### config.mk
export PLATFORM = sky130hd
export DESIGN_NAME = scm_div
export DESIGN_NICKNAME = d
export VERILOG_FILES = /design/src/rtl/scm_pkg.sv /design/src/rtl/scm_div.sv
export SDC_FILE = /design/constraint.sdc
export NUM_CORES = 1
export LEC_CHECK = 0
export BUFFER_PORTS_ARGS = -buffer_cell sky130_fd_sc_hd__buf_2
export CORE_MARGIN = 5
export CORE_UTILIZATION = 50
export DETAILED_ROUTE_END_ITERATION = 8
export PLACE_DENSITY = 0.73
export SYNTH_ARGS = -nofsm -noshare
export SYNTH_HDL_FRONTEND = slang
export SYNTH_SLANG_ARGS = --single-unit
export TNS_END_PERCENT = 50
### constraint.sdc
create_clock -name clk -period 4.7 [get_ports clk]
set_clock_uncertainty 0.1 [all_clocks]
set_input_delay 0.94 -clock clk [delete_from_list [all_inputs] [get_ports clk]]
set_output_delay 0.94 -clock clk [all_outputs]
set_load 0.03 [all_outputs]
### src/rtl/scm_pkg.sv
package scm_pkg;

	// field widths of the request and result
	localparam int PIX_W      = 8;
	localparam int OUT_W      = 32;
	localparam int SIZE_FW    = 11;
	localparam int TAPS_FW    = 5;
	localparam int HALF_FW    = 4;
	localparam int SEL_FW     = 5;
	localparam int COEF_W     = 16;
	localparam int DIV_W      = 40;
	localparam int CFG_IDX_W  = 3;

	// datapath widths: row sums fit 30 bits, column sums 50 bits
	localparam int SAMP_W     = 30;
	localparam int ACC_W      = 50;

	// saturation limits on the quotient magnitude
	localparam logic [ACC_W-1:0] MAG_NEG_LIM = {{(ACC_W-OUT_W){1'b0}}, 32'h8000_0000};
	localparam logic [ACC_W-1:0] MAG_POS_LIM = {{(ACC_W-OUT_W){1'b0}}, 32'h7FFF_FFFF};
	localparam logic [OUT_W-1:0] SAT_NEG     = 32'h8000_0000;
	localparam logic [OUT_W-1:0] SAT_POS     = 32'h7FFF_FFFF;

	typedef enum logic [CFG_IDX_W-1:0] {
		REG_IMAGE_WIDTH  = 3'd0,
		REG_IMAGE_HEIGHT = 3'd1,
		REG_TAP_COUNT    = 3'd2,
		REG_HALF_TAPS    = 3'd3,
		REG_NORM_DIVISOR = 3'd4,
		REG_COEF_SELECT  = 3'd5,
		REG_COEF_VALUE   = 3'd6
	} cfg_reg_t;

	typedef enum logic {
		OP_PIXEL = 1'b0,
		OP_DRAIN = 1'b1
	} opcode_t;

	typedef enum logic [2:0] {
		ST_IDLE,
		ST_ROW,
		ST_DRAIN,
		ST_COL,
		ST_DIV,
		ST_OUT,
		ST_FIN
	} seq_state_t;

	// tag that travels with each sample through the read and cell stages
	typedef struct packed {
		logic vld;
		logic last;
		logic col_ph;
	} tag_t;

endpackage

### src/rtl/scm_div.sv
module scm_div import scm_pkg::*; (
	input  logic             clk,
	input  logic             arst_n,
	input  logic             start,
	input  logic [ACC_W-1:0] dividend,
	input  logic [DIV_W-1:0] divisor,
	output logic             done,
	output logic [ACC_W-1:0] quotient
);

	localparam int CNT_W = $clog2(ACC_W + 1);

	logic             busy_q;
	logic             done_q;
	logic [CNT_W-1:0] cnt_q;
	logic [ACC_W-1:0] quo_q;
	logic [DIV_W:0]   rem_q;
	logic [DIV_W-1:0] dsr_q;
	logic [DIV_W:0]   shifted;
	logic [DIV_W:0]   trial;
	logic             fits;

	// one restoring step: bring down the next dividend bit and try a subtract
	always_comb begin
		shifted = {rem_q[DIV_W-1:0], quo_q[ACC_W-1]};
		trial   = shifted - {1'b0, dsr_q};
		fits    = !trial[DIV_W];
	end

	// control
	always_ff @(posedge clk or negedge arst_n) begin
		if (!arst_n) begin
			busy_q <= 1'b0;
			done_q <= 1'b0;
			cnt_q  <= '0;
		end else begin
			done_q <= 1'b0;
			if (start) begin
				busy_q <= 1'b1;
				cnt_q  <= CNT_W'(ACC_W);
			end else if (busy_q) begin
				cnt_q <= cnt_q - 1'b1;
				if (cnt_q == CNT_W'(1)) begin
					busy_q <= 1'b0;
					done_q <= 1'b1;
				end
			end
		end
	end

	// quotient bits shift in where dividend bits leave
	always_ff @(posedge clk) begin
		if (start) begin
			quo_q <= dividend;
			rem_q <= '0;
			dsr_q <= divisor;
		end else if (busy_q) begin
			quo_q <= {quo_q[ACC_W-2:0], fits};
			rem_q <= fits ? trial : shifted;
		end
	end

	assign done     = done_q;
	assign quotient = quo_q;

endmodule

==> impl_metrics.prom <==
# TYPE chip_impl_metric gauge
chip_impl_metric{name="final_hold_viol_count",unit=""} 0
chip_impl_metric{name="top_level_ports",unit=""} 144
chip_impl_metric{name="power-per-cell-area",unit="mW/mm2"} 470
chip_impl_info{name="critical_path_s_top_delay_family",value="compound AO/OA/AOI/OAI gates"} 1
chip_impl_metric{name="report.power.total",unit="uW"} 4350
chip_impl_metric{name="syn_area_per_cell",unit="um2"} 10.8
chip_impl_metric{name="route.final.wire_length",unit="um"} 17700
chip_impl_metric{name="timing.fmax",unit="GHz"} 0.270
chip_impl_metric{name="synth_enable_flop_cells",unit=""} 90
chip_impl_info{name="cpMostUsedCell",value="sky130_fd_sc_hd__inv_1"} 1
chip_impl_info{name="worstPathCellList",value="inv_1 > ha_1 > inv_1 > fa_1 > a21o_1 > a221oi_2 > o211ai_1 > a311oi_2 > nor3_2 > nor2_4 > xnor2_4 > buf_4 > mux2i_1 > a211oi_1"} 1
chip_impl_info{name="layout_common_cells",value="142 x sky130_fd_sc_hd__buf_2, 90 x sky130_fd_sc_hd__edfxtp_1, 54 x sky130_fd_sc_hd__inv_1"} 1
chip_impl_metric{name="route.detailed.wl_per_inst",unit="um"} 16.3
chip_impl_info{name="worst_setup_path_end_kind",value="register"} 1
chip_impl_metric{name="syn2layout_area_growth",unit="%"} 17.9
chip_impl_metric{name="syn-num-nets",unit=""} 862
chip_impl_metric{name="dr_total_vias",unit=""} 5925
chip_impl_info{name="grt_setup_unrepaired",value="false"} 1
chip_impl_metric{name="core-area",unit="mm2"} 0.0153
chip_impl_metric{name="gp_routability_congestion",unit=""} 0.925
chip_impl_metric{name="ir_worst_vdd",unit="V"} 0.000338
chip_impl_metric{name="fin_nets",unit=""} 997
chip_impl_metric{name="area_taken_by_multi_input_logic_gates",unit="mm2"} 0.00375
chip_impl_metric{name="path_max_fanout",unit=""} 17
chip_impl_metric{name="detailedRoute.firstPassIterationCount",unit=""} 5
chip_impl_metric{name="min_period_over_period",unit="%"} 78.7
chip_impl_info{name="cts_tree",value="built"} 1
chip_impl_info{name="hp-class",value="input port to async pin"} 1
chip_impl_metric{name="hold_buffers",unit=""} 0
chip_impl_metric{name="period_needed",unit="ns"} 3.70
chip_impl_metric{name="cts.reportedPaths.clkPinSlew",unit="ns"} 0.06
chip_impl_metric{name="fin_max_slew_vios",unit=""} 0
chip_impl_metric{name="max-clock-path-buffers",unit=""} 2
chip_impl_metric{name="worst_slew_pin_slew",unit="ns"} 1.02
chip_impl_metric{name="fillCellCount",unit=""} 1339
chip_impl_metric{name="post_synth_num_cell_types",unit=""} 67
chip_impl_metric{name="mappedNetlistArea",unit="mm2"} 0.00784
chip_impl_metric{name="timing.setup.tns",unit="ns"} 0
chip_impl_info{name="layout.cells.most_common",value="sky130_fd_sc_hd__buf_2"} 1
chip_impl_info{name="outcome",value="completed"} 1
chip_impl_metric{name="clock_sink_count",unit=""} 138
chip_impl_metric{name="cts_setup_buffers",unit=""} 0
chip_impl_info{name="startpoint_type_of_the_worst_setup_path",value="register"} 1
chip_impl_metric{name="post-route-util",unit="%"} 60.4
chip_impl_metric{name="drv_cap",unit=""} 0
chip_impl_metric{name="drive_above_1_share",unit="%"} 27.8
chip_impl_metric{name="grt_start_max_net_pins",unit=""} 61
chip_impl_metric{name="fp.dieH",unit="um"} 135
chip_impl_metric{name="vias_per_cell",unit=""} 5.46
chip_impl_metric{name="cts.repair.resized",unit=""} 0
chip_impl_metric{name="crit_required",unit="ns"} 4.86
chip_impl_metric{name="globalRouteOverflowTotal",unit=""} 0
chip_impl_metric{name="starting_utilization_of_the_core_area",unit="%"} 51.2
chip_impl_metric{name="port-buffer-count",unit=""} 143
chip_impl_metric{name="path_buf_inv",unit=""} 3
chip_impl_metric{name="setup_slack_at_placement",unit="ns"} 0.985
chip_impl_metric{name="number_of_remaining_drc_errors",unit=""} 0
chip_impl_metric{name="floorplan.die.width",unit="um"} 135
chip_impl_metric{name="drt_first_iter_violations",unit=""} 364
chip_impl_metric{name="finalSetupViolCount",unit=""} 0
chip_impl_metric{name="clock_latency",unit="ns"} 0.42
chip_impl_metric{name="synth-seq-cells",unit=""} 138
chip_impl_metric{name="grt_antenna_before_repair",unit=""} 1
chip_impl_metric{name="worst_hold_slack",unit="ns"} 0.255
chip_impl_metric{name="synth_warnings",unit=""} 0
chip_impl_metric{name="critical_path.max_stage_delay",unit="ns"} 0.41
chip_impl_metric{name="async_flop_share",unit="%"} 5.80
chip_impl_metric{name="cp.arrival",unit="ns"} 3.86
chip_impl_metric{name="grt_first_pass_wirelength",unit="um"} 29500
chip_impl_metric{name="antennaDiodeCount",unit=""} 0
chip_impl_metric{name="vias_in_the_first_global_route",unit=""} 5988
chip_impl_metric{name="final.setup.worst_slack",unit="ns"} 1.00
chip_impl_metric{name="detailed_place_hpwl",unit="um"} 12800
chip_impl_info{name="ys.flop_type",value="sky130_fd_sc_hd__edfxtp_1"} 1
chip_impl_metric{name="design.die.area",unit="mm2"} 0.0183
chip_impl_metric{name="grt_util_all_layers",unit="%"} 20.1
chip_impl_metric{name="seqCellArea",unit="mm2"} 0.00370
chip_impl_metric{name="ant_nets",unit=""} 0
chip_impl_metric{name="std_cell_rows",unit=""} 45
chip_impl_metric{name="htree_levels",unit=""} 4
chip_impl_metric{name="leakage",unit="uW"} 0.00400
chip_impl_metric{name="syn_inst",unit=""} 726
chip_impl_metric{name="tritoncts.num_buffers",unit=""} 17
chip_impl_info{name="ctsRootBufferMaster",value="sky130_fd_sc_hd__clkbuf_16"} 1
chip_impl_metric{name="sequential_element_share_of_the_synthesized_area",unit="%"} 47.2
chip_impl_info{name="critPathKind",value="register to register"} 1
chip_impl_metric{name="timing.max_slew.rel_slack",unit="%"} 31.9
chip_impl_info{name="worst_path_max_delay_cell",value="sky130_fd_sc_hd__buf_4"} 1
[power by group]
part	internal (uW)	switching [uW]
Sequential	1480	117
Combinational	645	855
Clock	726	528
[per-stage QoR]
stage          area (um2)  std cells
2_1_floorplan        7840        726
5_1_grt              9250       1085
3_5_place_dp         8700       1053
6_report             9250       1085
4_1_cts              9250       1085
3_3_place_gp         8700       1053
[cell families (layout without fill, tap and decap cells)]
kind of cell             count (synthesis)  after routing  synth area share (%)
multiplexers                            86             86                  11.8
XOR/XNOR                                41             41                  4.82
adder cells (fa/ha/maj)                 43             43                  6.96
flip-flops                             138            138                  47.2
AO/OA/AOI/OAI                          172            172                  14.7
buffers and inverters                   89            237                  4.90
AND/OR/NAND/NOR                        157            157                  9.67
[sequential cells by signal, summed over array words and instances, names as in the netlist]
register and cells:
quotient 50, busy_q 1, rem_q 40, dsr_q 40, done 1, cnt_q 6
[worst register-to-register path, stage by stage (launching register included)]
cell,delay (ns)
sky130_fd_sc_hd__edfxtp_1,0.38
sky130_fd_sc_hd__inv_1,0.08
sky130_fd_sc_hd__ha_1,0.16
sky130_fd_sc_hd__inv_1,0.05
sky130_fd_sc_hd__fa_1,0.39
sky130_fd_sc_hd__a21o_1,0.20
sky130_fd_sc_hd__a221oi_2,0.37
sky130_fd_sc_hd__o211ai_1,0.15
sky130_fd_sc_hd__a311oi_2,0.37
sky130_fd_sc_hd__nor3_2,0.11
sky130_fd_sc_hd__nor2_4,0.14
sky130_fd_sc_hd__xnor2_4,0.29
sky130_fd_sc_hd__buf_4,0.42
sky130_fd_sc_hd__mux2i_1,0.24
sky130_fd_sc_hd__a211oi_1,0.09
[worst paths after layout]
check | slack, ns | start | depth (start not counted) | to
min reg2reg | 0.37 | rem_q[25] | 2 | rem_q[25]
max in group asynchronous | 4.06 | arst_n | 1 | cnt_q[0]
min | 0.26 | arst_n | 1 | cnt_q[3]
min in group clk | 0.37 | rem_q[25] | 2 | rem_q[25]
max reg2reg | 1.00 | quotient[49] | 14 | rem_q[16]
max | 1.00 | quotient[49] | 14 | rem_q[16]
[cell usage after synthesis, types with 2 or more instances]
master,instances,area [um2]
sky130_fd_sc_hd__a211oi_1,25,188
sky130_fd_sc_hd__a21o_1,20,150
sky130_fd_sc_hd__a21oi_1,36,180
sky130_fd_sc_hd__a221oi_1,2,17.5
sky130_fd_sc_hd__a311oi_1,5,43.8
sky130_fd_sc_hd__a31oi_1,13,81.3
sky130_fd_sc_hd__and2_1,3,18.8
sky130_fd_sc_hd__and3_1,7,43.8
sky130_fd_sc_hd__buf_2,4,20.0
sky130_fd_sc_hd__buf_4,2,15.0
sky130_fd_sc_hd__buf_6,2,22.5
sky130_fd_sc_hd__buf_8,2,30.0
sky130_fd_sc_hd__clkbuf_1,23,86.3
sky130_fd_sc_hd__dfrtp_1,8,200
sky130_fd_sc_hd__dfxtp_1,40,801
sky130_fd_sc_hd__edfxtp_1,90,2700
sky130_fd_sc_hd__ha_1,42,526
sky130_fd_sc_hd__inv_1,55,206
sky130_fd_sc_hd__mux2_2,50,563
sky130_fd_sc_hd__mux2i_1,36,360
sky130_fd_sc_hd__nand2_1,41,154
sky130_fd_sc_hd__nand2b_1,7,43.8
sky130_fd_sc_hd__nand3_1,9,45.0
sky130_fd_sc_hd__nand4_1,7,43.8
sky130_fd_sc_hd__nor2_1,49,184
sky130_fd_sc_hd__nor2b_1,6,37.5
sky130_fd_sc_hd__nor3_1,11,55.1
sky130_fd_sc_hd__nor3b_1,2,15.0
sky130_fd_sc_hd__nor4_1,3,18.8
sky130_fd_sc_hd__o211ai_1,5,37.5
sky130_fd_sc_hd__o21a_1,6,45.0
sky130_fd_sc_hd__o21ai_0,18,90.1
sky130_fd_sc_hd__o21ai_1,16,80.1
sky130_fd_sc_hd__o21bai_1,4,30.0
sky130_fd_sc_hd__o31ai_1,4,30.0
sky130_fd_sc_hd__or2_2,2,12.5
sky130_fd_sc_hd__or3_1,2,12.5
sky130_fd_sc_hd__or4_1,2,15.0
sky130_fd_sc_hd__xnor2_1,27,236
sky130_fd_sc_hd__xor2_1,13,114
[layout make-up]
cell class,instances,area share (%)
inverter,56,2.27
timing repair buffer,149,8.25
multi-input combinational,499,40.6
clock inverter,15,1.35
clock buffer,17,4.60
tap,211,2.86
sequential,138,40.1
[metal layers]
layer / share of wire, % / global-route usage, % / vias to the layer above
li1: - / - / 2937
met1: 44 / 25.5 / 2751
met2: 45 / 31.5 / 205
met3: 9.1 / 8.06 / 30
met4: 1.9 / 6.49 / 2
met5: 0.074 / 0 / -
Note: power is estimated with default switching activity, not from simulation.
