**src/rtl/scm_pkg.sv**
```systemverilog
package scm_pkg;

	// field widths of the request and result
	localparam int PIX_W      = 8;
	localparam int OUT_W      = 32;
	localparam int SIZE_FW    = 11;
	localparam int TAPS_FW    = 5;
	localparam int HALF_FW    = 4;
	localparam int SEL_FW     = 5;
	localparam int COEF_W     = 16;
	localparam int DIV_W      = 40;
	localparam int CFG_IDX_W  = 3;

	// datapath widths: row sums fit 30 bits, column sums 50 bits
	localparam int SAMP_W     = 30;
	localparam int ACC_W      = 50;

	// saturation limits on the quotient magnitude
	localparam logic [ACC_W-1:0] MAG_NEG_LIM = {{(ACC_W-OUT_W){1'b0}}, 32'h8000_0000};
	localparam logic [ACC_W-1:0] MAG_POS_LIM = {{(ACC_W-OUT_W){1'b0}}, 32'h7FFF_FFFF};
	localparam logic [OUT_W-1:0] SAT_NEG     = 32'h8000_0000;
	localparam logic [OUT_W-1:0] SAT_POS     = 32'h7FFF_FFFF;

	typedef enum logic [CFG_IDX_W-1:0] {
		REG_IMAGE_WIDTH  = 3'd0,
		REG_IMAGE_HEIGHT = 3'd1,
		REG_TAP_COUNT    = 3'd2,
		REG_HALF_TAPS    = 3'd3,
		REG_NORM_DIVISOR = 3'd4,
		REG_COEF_SELECT  = 3'd5,
		REG_COEF_VALUE   = 3'd6
	} cfg_reg_t;

	typedef enum logic {
		OP_PIXEL = 1'b0,
		OP_DRAIN = 1'b1
	} opcode_t;

	typedef enum logic [2:0] {
		ST_IDLE,
		ST_ROW,
		ST_DRAIN,
		ST_COL,
		ST_DIV,
		ST_OUT,
		ST_FIN
	} seq_state_t;

	// tag that travels with each sample through the read and cell stages
	typedef struct packed {
		logic vld;
		logic last;
		logic col_ph;
	} tag_t;

endpackage

```
**src/rtl/scm_cell.sv**
```systemverilog
module scm_cell import scm_pkg::*; (
	input  logic                     clk,
	input  logic                     arst_n,
	input  logic                     coef_we,
	input  logic signed [COEF_W-1:0] coef_wdata,
	input  logic                     tap_en,
	input  logic signed [SAMP_W-1:0] x,
	input  logic signed [ACC_W-1:0]  psum_in,
	output logic signed [ACC_W-1:0]  psum_out
);

	logic signed [COEF_W-1:0]        coef_q;
	logic signed [COEF_W-1:0]        coef_eff;
	logic signed [COEF_W+SAMP_W-1:0] prod;
	logic signed [ACC_W-1:0]         psum_q;

	// coefficient held by this tap
	always_ff @(posedge clk or negedge arst_n) begin
		if (!arst_n) begin
			coef_q <= '0;
		end else if (coef_we) begin
			coef_q <= coef_wdata;
		end
	end

	// taps past the filter length count as zero
	always_comb begin
		if (tap_en) begin
			coef_eff = coef_q;
		end else begin
			coef_eff = '0;
		end
	end

	assign prod = coef_eff * x;

	// partial sum handed on to the next tap
	always_ff @(posedge clk) begin
		psum_q <= psum_in + ACC_W'(prod);
	end

	assign psum_out = psum_q;

endmodule

```
**config.mk**
```make
export PLATFORM = sky130hd
export DESIGN_NAME = scm_cell
export DESIGN_NICKNAME = d
export VERILOG_FILES = /design/src/rtl/scm_pkg.sv /design/src/rtl/scm_cell.sv
export SDC_FILE = /design/constraint.sdc
export NUM_CORES = 1
export LEC_CHECK = 0
export BUFFER_PORTS_ARGS = -buffer_cell sky130_fd_sc_hd__buf_2
export CORE_ASPECT_RATIO = 2
export CORE_MARGIN = 2
export CORE_UTILIZATION = 60
export DETAILED_ROUTE_END_ITERATION = 10
export PLACE_DENSITY = 0.79
export RECOVER_POWER = 25
export REMOVE_ABC_BUFFERS = 1
export SLEW_MARGIN = 20
export SYNTH_ARGS = -nofsm -noshare
export SYNTH_HDL_FRONTEND = slang
export SYNTH_SLANG_ARGS = --single-unit
```
**constraint.sdc**
```tcl
create_clock -name clk -period 12.2 [get_ports clk]
set_clock_uncertainty 0.1 [all_clocks]
set_input_delay 1.83 -clock clk [delete_from_list [all_inputs] [get_ports clk]]
set_output_delay 1.83 -clock clk [all_outputs]
set_load 0.02 [all_outputs]
```
==> flow_summary.ini, run 1 <==
[grt]
grt_max_degree = 96
grt_usage = 0.349
antenna_found_initial = 4
overflow = 0
grt_pass1_vias = 18300
grt_first_pass_wirelength_mm = 93.8

[cts]
clkTransAtPathRegs_ns = 0.07
postCtsSetupRepairBufs = 0
h-tree-depth = 3
cts.sinks = 66
clk_latency_ns = 0.37
post_cts_resized = 0
cts_hold_buf = 0
clockBufferDepth = 2
cts_tree = done
cts_buffers = 9
root_buffer = clkbuf_16

[floorplanning]
die_area_sq_um = 35900
coreArea_sq_um = 34100
floorplan.initialDensity = 0.604
rows = 96
ios = 150
die_w_microns = 135
die_h_microns = 266

[logic_synthesis]
yosysSeqAreaShare = 0.0680
ys_ff_latch = 66
synth.area.top_cells = fa_1 (51%), inv_1 (9.8%), ha_1 (8.2%), and3_1 (6.1%), nand2_1 (5.2%)
syn_area_sq_um = 20600
ys.flop_type = dfxtp_1
ys_warn_count = 0
synth_top_area_frac = 0.509
post-synth-top-area-cell = fa_1
synthDistinctLibCells = 67
synthCells = 2199
syn_avg_cell_area_sq_um = 9.37
async_flop_share = 0.242
synth_edf_count = 0

[worst_setup_path]
start_kind = primary input
worstPathArrival_ns = 9.81
r2r-start = coef_q[6]$_DFFE_PN0P_
critPathRequiredTime_ns = 12.41
ff2ff_path_depth = 22
worstSetupPathType = in2reg
cp-startpoint = tap_en
cp-end-kind = register
rrSetupSlack_ns = 4.24
r2r-end = psum_out[48]$_DFF_P_
critPathMaxFanout = 68
crit_end = psum_out[48]$_DFF_P_

[sta]
slew_violations = 0
rsz0062_at_grt = false
tightestPinTransition_ns = 1.17
fin_setup_tns_ns = 0
period_minus_slack_ns = 9.60
setup_violations = 0
slew_headroom = 0.218
fmaxAchievable_mhz = 104
holdWs_ns = 0.434
hold_viol = 0
fin_crit_sh = 0.787

[run_status]
status = finished clean

[cells_and_area]
postLayoutCoreUtil = 0.642
num-fill-cells = 2851
syn_to_final_growth_pct = 6.36
fin_nets = 3027
insertedDiodeCount = 0
drive_gt1_frac = 0.0941

[placed_design]
port_buffers = 149
post-dp-hpwl_mm = 48.7
gp_congestion = 0.993

[detailed_routing]
ant_nets = 0
via_per_inst = 5.89
drt_wl_total_mm = 59.0
via_count = 16000
drc = 0
drt_first_pass_iters = 6
wl_per_cell_microns = 21.7
drt-initial-drc-count = 1135

[run]
max_cap_violations = 0

[hold_path]
hold_path_class = reg2reg
critical path: stages:
cell and delay (ns):
buf_4 0.40, buf_4 0.45, and2_1 0.38, buf_4 0.34
nand2_1 0.18, inv_1 0.12, fa_1 0.45, fa_1 0.73
inv_1 0.21, fa_1 0.51, inv_1 0.05, fa_1 0.51
fa_1 0.50, inv_1 0.05, fa_1 0.48, inv_1 0.05
ha_1 0.38, a21o_1 0.20, a21oi_1 0.23, nand2_1 0.11
or2_0 0.22, a311oi_1 0.74, o31ai_1 0.24, o22ai_1 0.19
xnor2_1 0.13
final cells by class:
cell class	instances	area, sq um	area share
multi-input combinational	1486	16800	0.765
inverter	537	2020	0.0920
sequential	66	1400	0.0640
timing repair buffer	168	887	0.0405
tap	441	552	0.0252
clock buffer	11	254	0.0116
clock inverter	5	37.5	0.00171
cells in the mapped netlist (20+ instances only):
library cell / n
inv_1: 537
fa_1: 524
nand2_1: 284
and3_1: 201
ha_1: 135
clkbuf_1: 107
nor2_1: 55
dfxtp_1: 50
a21oi_1: 42
xnor2_1: 30
o21ai_0: 24
a21o_1: 20
cells by family after synthesis:
| family | share of synthesized area |
|---|---|
| adders and majority gates | 0.591 |
| xor gates and xnor gates | 0.0187 |
| AOI/OAI and AO/OA | 0.0486 |
| buffers and inverters | 0.118 |
| and+or+nand+nor | 0.146 |
| DFF | 0.0680 |
| muxes | 0.00972 |
per-layer routing:
| metal | routed length, microns | part of all wire | vias to the layer above | track usage |
|---|---|---|---|---|
| met2 | 31900 | 0.54 | 843 | 0.628 |
| met4 | 6390 | 0.11 | 8 | 0.306 |
| met1 | 17000 | 0.29 | 8051 | 0.335 |
| met5 | 50 | 0.00085 | - | 0 |
| met3 | 3700 | 0.063 | 370 | 0.0580 |
| li1 | - | - | 6713 | - |
how the worst min path moves through the flow:
| stage | from | end | slack, ns | cells after the start |
|---|---|---|---|---|
| after floorplan | coef_q[15]$_DFFE_PN0P_ | coef_q[15]$_DFFE_PN0P_ | 0.38 | 1 |
| after global placement | coef_q[15]$_DFFE_PN0P_ | coef_q[15]$_DFFE_PN0P_ | 0.39 | 1 |
| after detailed placement | coef_q[15]$_DFFE_PN0P_ | coef_q[15]$_DFFE_PN0P_ | 0.43 | 1 |
| after CTS | coef_q[15]$_DFFE_PN0P_ | coef_q[15]$_DFFE_PN0P_ | 0.44 | 1 |
| after global routing | coef_q[15]$_DFFE_PN0P_ | coef_q[15]$_DFFE_PN0P_ | 0.45 | 1 |
| final | coef_q[15]$_DFFE_PN0P_ | coef_q[15]$_DFFE_PN0P_ | 0.43 | 1 |
cells in the final DEF, fill, tap and decap left out, types with 4 or more instances in the layout:
| master | n |
|---|---|
| clkbuf_1 | 4 |
| nand2_1 | 284 |
| buf_2 | 145 |
| inv_1 | 537 |
| and3_1 | 201 |
| o31a_1 | 4 |
| dfrtp_1 | 15 |
| dfxtp_1 | 50 |
| nand3_1 | 19 |
| ha_1 | 135 |
| and2_1 | 14 |
| xnor2_1 | 30 |
| nand2b_1 | 6 |
| o21bai_1 | 5 |
| a21o_1 | 20 |
| o31ai_1 | 5 |
| buf_4 | 20 |
| nor2b_1 | 6 |
| fa_1 | 524 |
| or2_2 | 5 |
| a31oi_1 | 4 |
| nor2_1 | 55 |
| mux2_2 | 16 |
| clkbuf_16 | 10 |
| xor2_1 | 14 |
| o21ai_0 | 24 |
| a21boi_0 | 6 |
| nor3_1 | 9 |
| a21oi_1 | 42 |
registers in the layout (all words and copies together), names as in the netlist:
| name | count |
|---|---|
| coef_q | 16 |
| psum_out | 50 |
per-stage QoR:
step | setup WS, ns | std cells | instance area (sq um)
6_report | 2.60 | 2714 | 21900
5_1_grt | 2.30 | 2714 | 21900
4_1_cts | 2.79 | 2714 | 21900
3_5_place_dp | 2.45 | 2698 | 21600
3_3_place_gp | 2.61 | 2698 | 21600
2_1_floorplan | 4.03 | 2089 | 20200
Power of run 1 is not shown: default switching activity piles up to over one toggle a cycle in this logic, so the estimate is an artifact.
==> run 2: changes to the inputs <==
Clock period 12.2 ns to 9.2 ns, I/O delays scaled along.
==> flow_summary.ini, run 2 (same netlist as run 1, synthesis figures left out) <==
[sta]
slew_headroom = 0.387
period_minus_slack_ns = 8.60
hold_viol = 0
fin_setup_tns_ns = 0
tightestPinTransition_ns = 0.919
fin_crit_sh = 0.935
fmaxAchievable_mhz = 116
slew_violations = 0
rsz0062_at_grt = false
setup_violations = 0

[cells_and_area]
final_common_cell = inv_1
syn_to_final_growth_pct = 7.21
fin_nets = 3047
mostFrequentLayoutCells = inv_1 (537), fa_1 (524), nand2_1 (284)
largest_register_ff_count = 50
drive_gt1_frac = 0.102
num-fill-cells = 2806

[worst_setup_path]
slowest_stage = and2_1
critPathMostFrequentCell = fa_1
critPathMaxFanout = 38
start_kind = primary input
worstSetupPathType = in2reg
cp-end-kind = register
critPathRequiredTime_ns = 9.35
critPathMaxStageDelay_ns = 0.73
worstPathArrival_ns = 8.75
worstPathCellList = buf_4, and2_1, nand2_1, fa_1, inv_1, fa_1, fa_1, fa_1, fa_1, fa_1, ha_1, nand2_1, o211ai_1, a21oi_1, or2_1, o21ai_2, a311oi_1, buf_4, o31ai_1, o22ai_1, xnor2_1

[cts]
cts_hold_buf = 0
cts_tree = done
h-tree-depth = 3
clkTransAtPathRegs_ns = 0.07
root_buffer = clkbuf_16
postCtsSetupRepairBufs = 0
clockBufferDepth = 2
cts_buffers = 9
post_cts_resized = 0
clk_latency_ns = 0.37
cts.sinks = 66

[hold_path]
hold_path_class = reg2reg

[grt]
use_met1 = 0.348
antenna_found_initial = 2
grt_pass1_vias = 18300
met3_usage = 0.0500
use_met2 = 0.639
grt_usage = 0.345
grt_max_degree = 112
grt_busiest_layer = met2
overflow = 0
grt_first_pass_wirelength_mm = 93.2

[detailed_routing]
drt_first_pass_iters = 5
drt-initial-drc-count = 994
wl_per_cell_microns = 21.1
via_count = 15900
via_per_inst = 5.80
ant_nets = 0
drc = 0
drt_wl_total_mm = 57.6

[placed_design]
post-dp-hpwl_mm = 48.2
port_buffers = 149
gp_congestion = 0.977

[floorplanning]
ios = 150
coreArea_sq_um = 34100
die_w_microns = 135
rows = 96
floorplan.initialDensity = 0.604
die_area_sq_um = 35900
die_h_microns = 266

[run]
max_cap_violations = 0

[run_status]
status = finished clean
[run 2: worst paths after layout]
kind / endpoint / cells past startpoint / startpoint / slack [ns]
setup / recovery: psum_out[48]$_DFF_P_ / 21 / tap_en / 0.60
hold / removal: coef_q[15]$_DFFE_PN0P_ / 1 / coef_q[15]$_DFFE_PN0P_ / 0.45
setup reg to reg: psum_out[48]$_DFF_P_ / 23 / coef_q[1]$_DFFE_PN0P_ / 1.36
hold reg to reg: coef_q[15]$_DFFE_PN0P_ / 1 / coef_q[15]$_DFFE_PN0P_ / 0.45
max in group asynchronous: coef_q[9]$_DFFE_PN0P_ / 1 / arst_n / 7.45
min in group asynchronous: coef_q[1]$_DFFE_PN0P_ / 1 / arst_n / 1.00
[run 2: metal layers]
metal,vias to the layer above,share of wire
li1,6762,-
met1,8081,0.31
met2,732,0.55
met3,291,0.054
met4,2,0.083
met5,-,0.00023
[run 2: layout make-up]
class                      count  area, sq um  area share
antenna                        1         2.50    0.000113
clock buffer                  10          239      0.0108
sequential                    66         1400      0.0634
clock inverter                 6         65.1     0.00295
timing repair buffer         188         1050      0.0474
multi-input combinational   1486        16800       0.759
inverter                     537         2020      0.0913
tap                          441          552      0.0250
[run 2: worst max-delay path, delay by kind of cell]
kind            cells  cell delay, ns
simple gates        4            1.33
xor+xnor            1            0.19
buf+inv             3            0.50
fa+ha+maj           7            3.49
compound gates      6            1.84
[run 2: stage by stage]
stage | cells | setup WS (ns) | hold WS [ns] | util | area, sq um
global route | 2735 | 0.284 | 0.472 | 0.648 | 22100
global placement | 2718 | 0.521 | 0.432 | 0.639 | 21800
finish | 2735 | 0.602 | 0.448 | 0.648 | 22100
floorplan | 2089 | 1.48 | 0.381 | - | 20200
detailed placement | 2718 | 0.361 | 0.430 | 0.639 | 21800
CTS | 2734 | 0.730 | 0.453 | 0.648 | 22100
Power of run 2 is left out for the same reason.
==> run 3: changes to the inputs <==
==> constraint.sdc (replaced) <==
create_clock -name clk -period 9.2 [get_ports clk]
set_clock_uncertainty 0.1 [all_clocks]
set_input_delay 0.46 -clock clk [delete_from_list [all_inputs] [get_ports clk]]
set_output_delay 0.46 -clock clk [all_outputs]
set_load 0.02 [all_outputs]
==> flow_summary.ini, run 3 (same netlist as run 1, synthesis figures left out) <==
[hold_path]
hold_path_class = in2reg

[cts]
cts.sinks = 66
h-tree-depth = 3
cts_tree = done
cts_buffers = 9
root_buffer = clkbuf_16
clk_latency_ns = 0.37
cts_hold_buf = 1
clockBufferDepth = 2
clkTransAtPathRegs_ns = 0.07
post_cts_resized = 0
postCtsSetupRepairBufs = 0

[sta]
fmaxAchievable_mhz = 124
hold_viol = 0
fin_crit_sh = 0.878
fin_setup_tns_ns = 0
slew_violations = 0
tightestPinTransition_ns = 1.12
rsz0062_at_grt = false
period_minus_slack_ns = 8.08
setup_violations = 0
fin_ws_ns = 1.12
slew_headroom = 0.250

[cells_and_area]
mostFrequentLayoutCells = inv_1 (537), fa_1 (524), nand2_1 (284)
layout.cells.non_filler = 2722
num-fill-cells = 2792
final_common_cell = inv_1
fin_nets = 3031
largest_register_ff_count = 50
syn_to_final_growth_pct = 6.46
drive_gt1_frac = 0.0944

[grt]
grt_usage = 0.349
antenna_found_initial = 5
grt_pass1_vias = 18500
grt_first_pass_wirelength_mm = 93.9
grt_max_degree = 103
grt_busiest_layer = met2
use_met2 = 0.625
met3_usage = 0.0584
use_met1 = 0.337
overflow = 0

[worst_setup_path]
critPathRequiredTime_ns = 9.40
critPathMaxStageDelay_ns = 0.86
worstSetupPathType = in2reg
critPathMostFrequentCell = fa_1
critical-path-top-delay-family = adder cells
cp-end-kind = register
start_kind = primary input
slowest_stage = a311oi_1
critPathMaxFanout = 102
worstPathArrival_ns = 8.28
worstPathCellList = buf_4, buf_4, buf_4, and3_1, fa_1, fa_1, fa_1, fa_1, fa_1, inv_1, fa_1, inv_1, ha_1, a21oi_1, o21ai_0, or2_4, a211oi_4, o21ai_2, a311oi_1, o31ai_1, o22ai_1, xnor2_1
cp_num_buf_inv = 5

[floorplanning]
die_w_microns = 135
die_h_microns = 266
rows = 96
coreArea_sq_um = 34100
die_area_sq_um = 35900
floorplan.initialDensity = 0.604
ios = 150

[run]
max_cap_violations = 0

[detailed_routing]
via_count = 16000
drc = 0
ant_nets = 0
drt-initial-drc-count = 971
drt_wl_total_mm = 59.1
drt_first_pass_iters = 7
wl_per_cell_microns = 21.7
via_per_inst = 5.88

[placed_design]
port_buffers = 149
place_ws_ns = 1.01
place_inst = 2701
gp_congestion = 1.01
post-dp-hpwl_mm = 48.8

[run_status]
status = finished clean
==> run 3: area by class of cell <==
cell class | count | area (sq um) | area share
repair buffers | 172 | 918 | 0.0419
flip-flops and latches | 66 | 1400 | 0.0639
well taps | 441 | 552 | 0.0252
clock buffers | 10 | 229 | 0.0104
inverters | 537 | 2020 | 0.0919
multi-input cells | 1486 | 16800 | 0.764
diodes | 4 | 10.0 | 0.000456
clock inverters | 6 | 42.5 | 0.00194
==> run 3: final timing paths <==
kind | start | end | slack, ns | cells after the start
max | tap_en | psum_out[48]$_DFF_P_ | 1.12 | 22
min | psum_in[0] | psum_out[0]$_DFF_P_ | 0.21 | 2
min reg2reg | coef_q[15]$_DFFE_PN0P_ | coef_q[15]$_DFFE_PN0P_ | 0.43 | 1
min in group asynchronous | arst_n | coef_q[3]$_DFFE_PN0P_ | 0.63 | 2
max reg2reg | coef_q[3]$_DFFE_PN0P_ | psum_out[48]$_DFF_P_ | 1.24 | 22
max in group asynchronous | arst_n | coef_q[7]$_DFFE_PN0P_ | 7.80 | 2
==> run 3: routing by layer <==
| metal | up-vias | wire length (microns) |
|---|---|---|
| li1 | 6727 | - |
| met1 | 8037 | 17300 |
| met2 | 853 | 31600 |
| met3 | 384 | 3840 |
| met4 | 2 | 6390 |
| met5 | - | 13 |
==> run 3: per-stage QoR <==
step	instance area [sq um]	hold slack, ns	util
2_1_floorplan	20200	0.0644	-
3_3_place_gp	21600	0.288	0.635
3_5_place_dp	21600	0.295	0.635
4_1_cts	21900	0.199	0.643
5_1_grt	21900	0.218	0.643
6_report	21900	0.208	0.643
Power of run 3 is left out for the same reason.
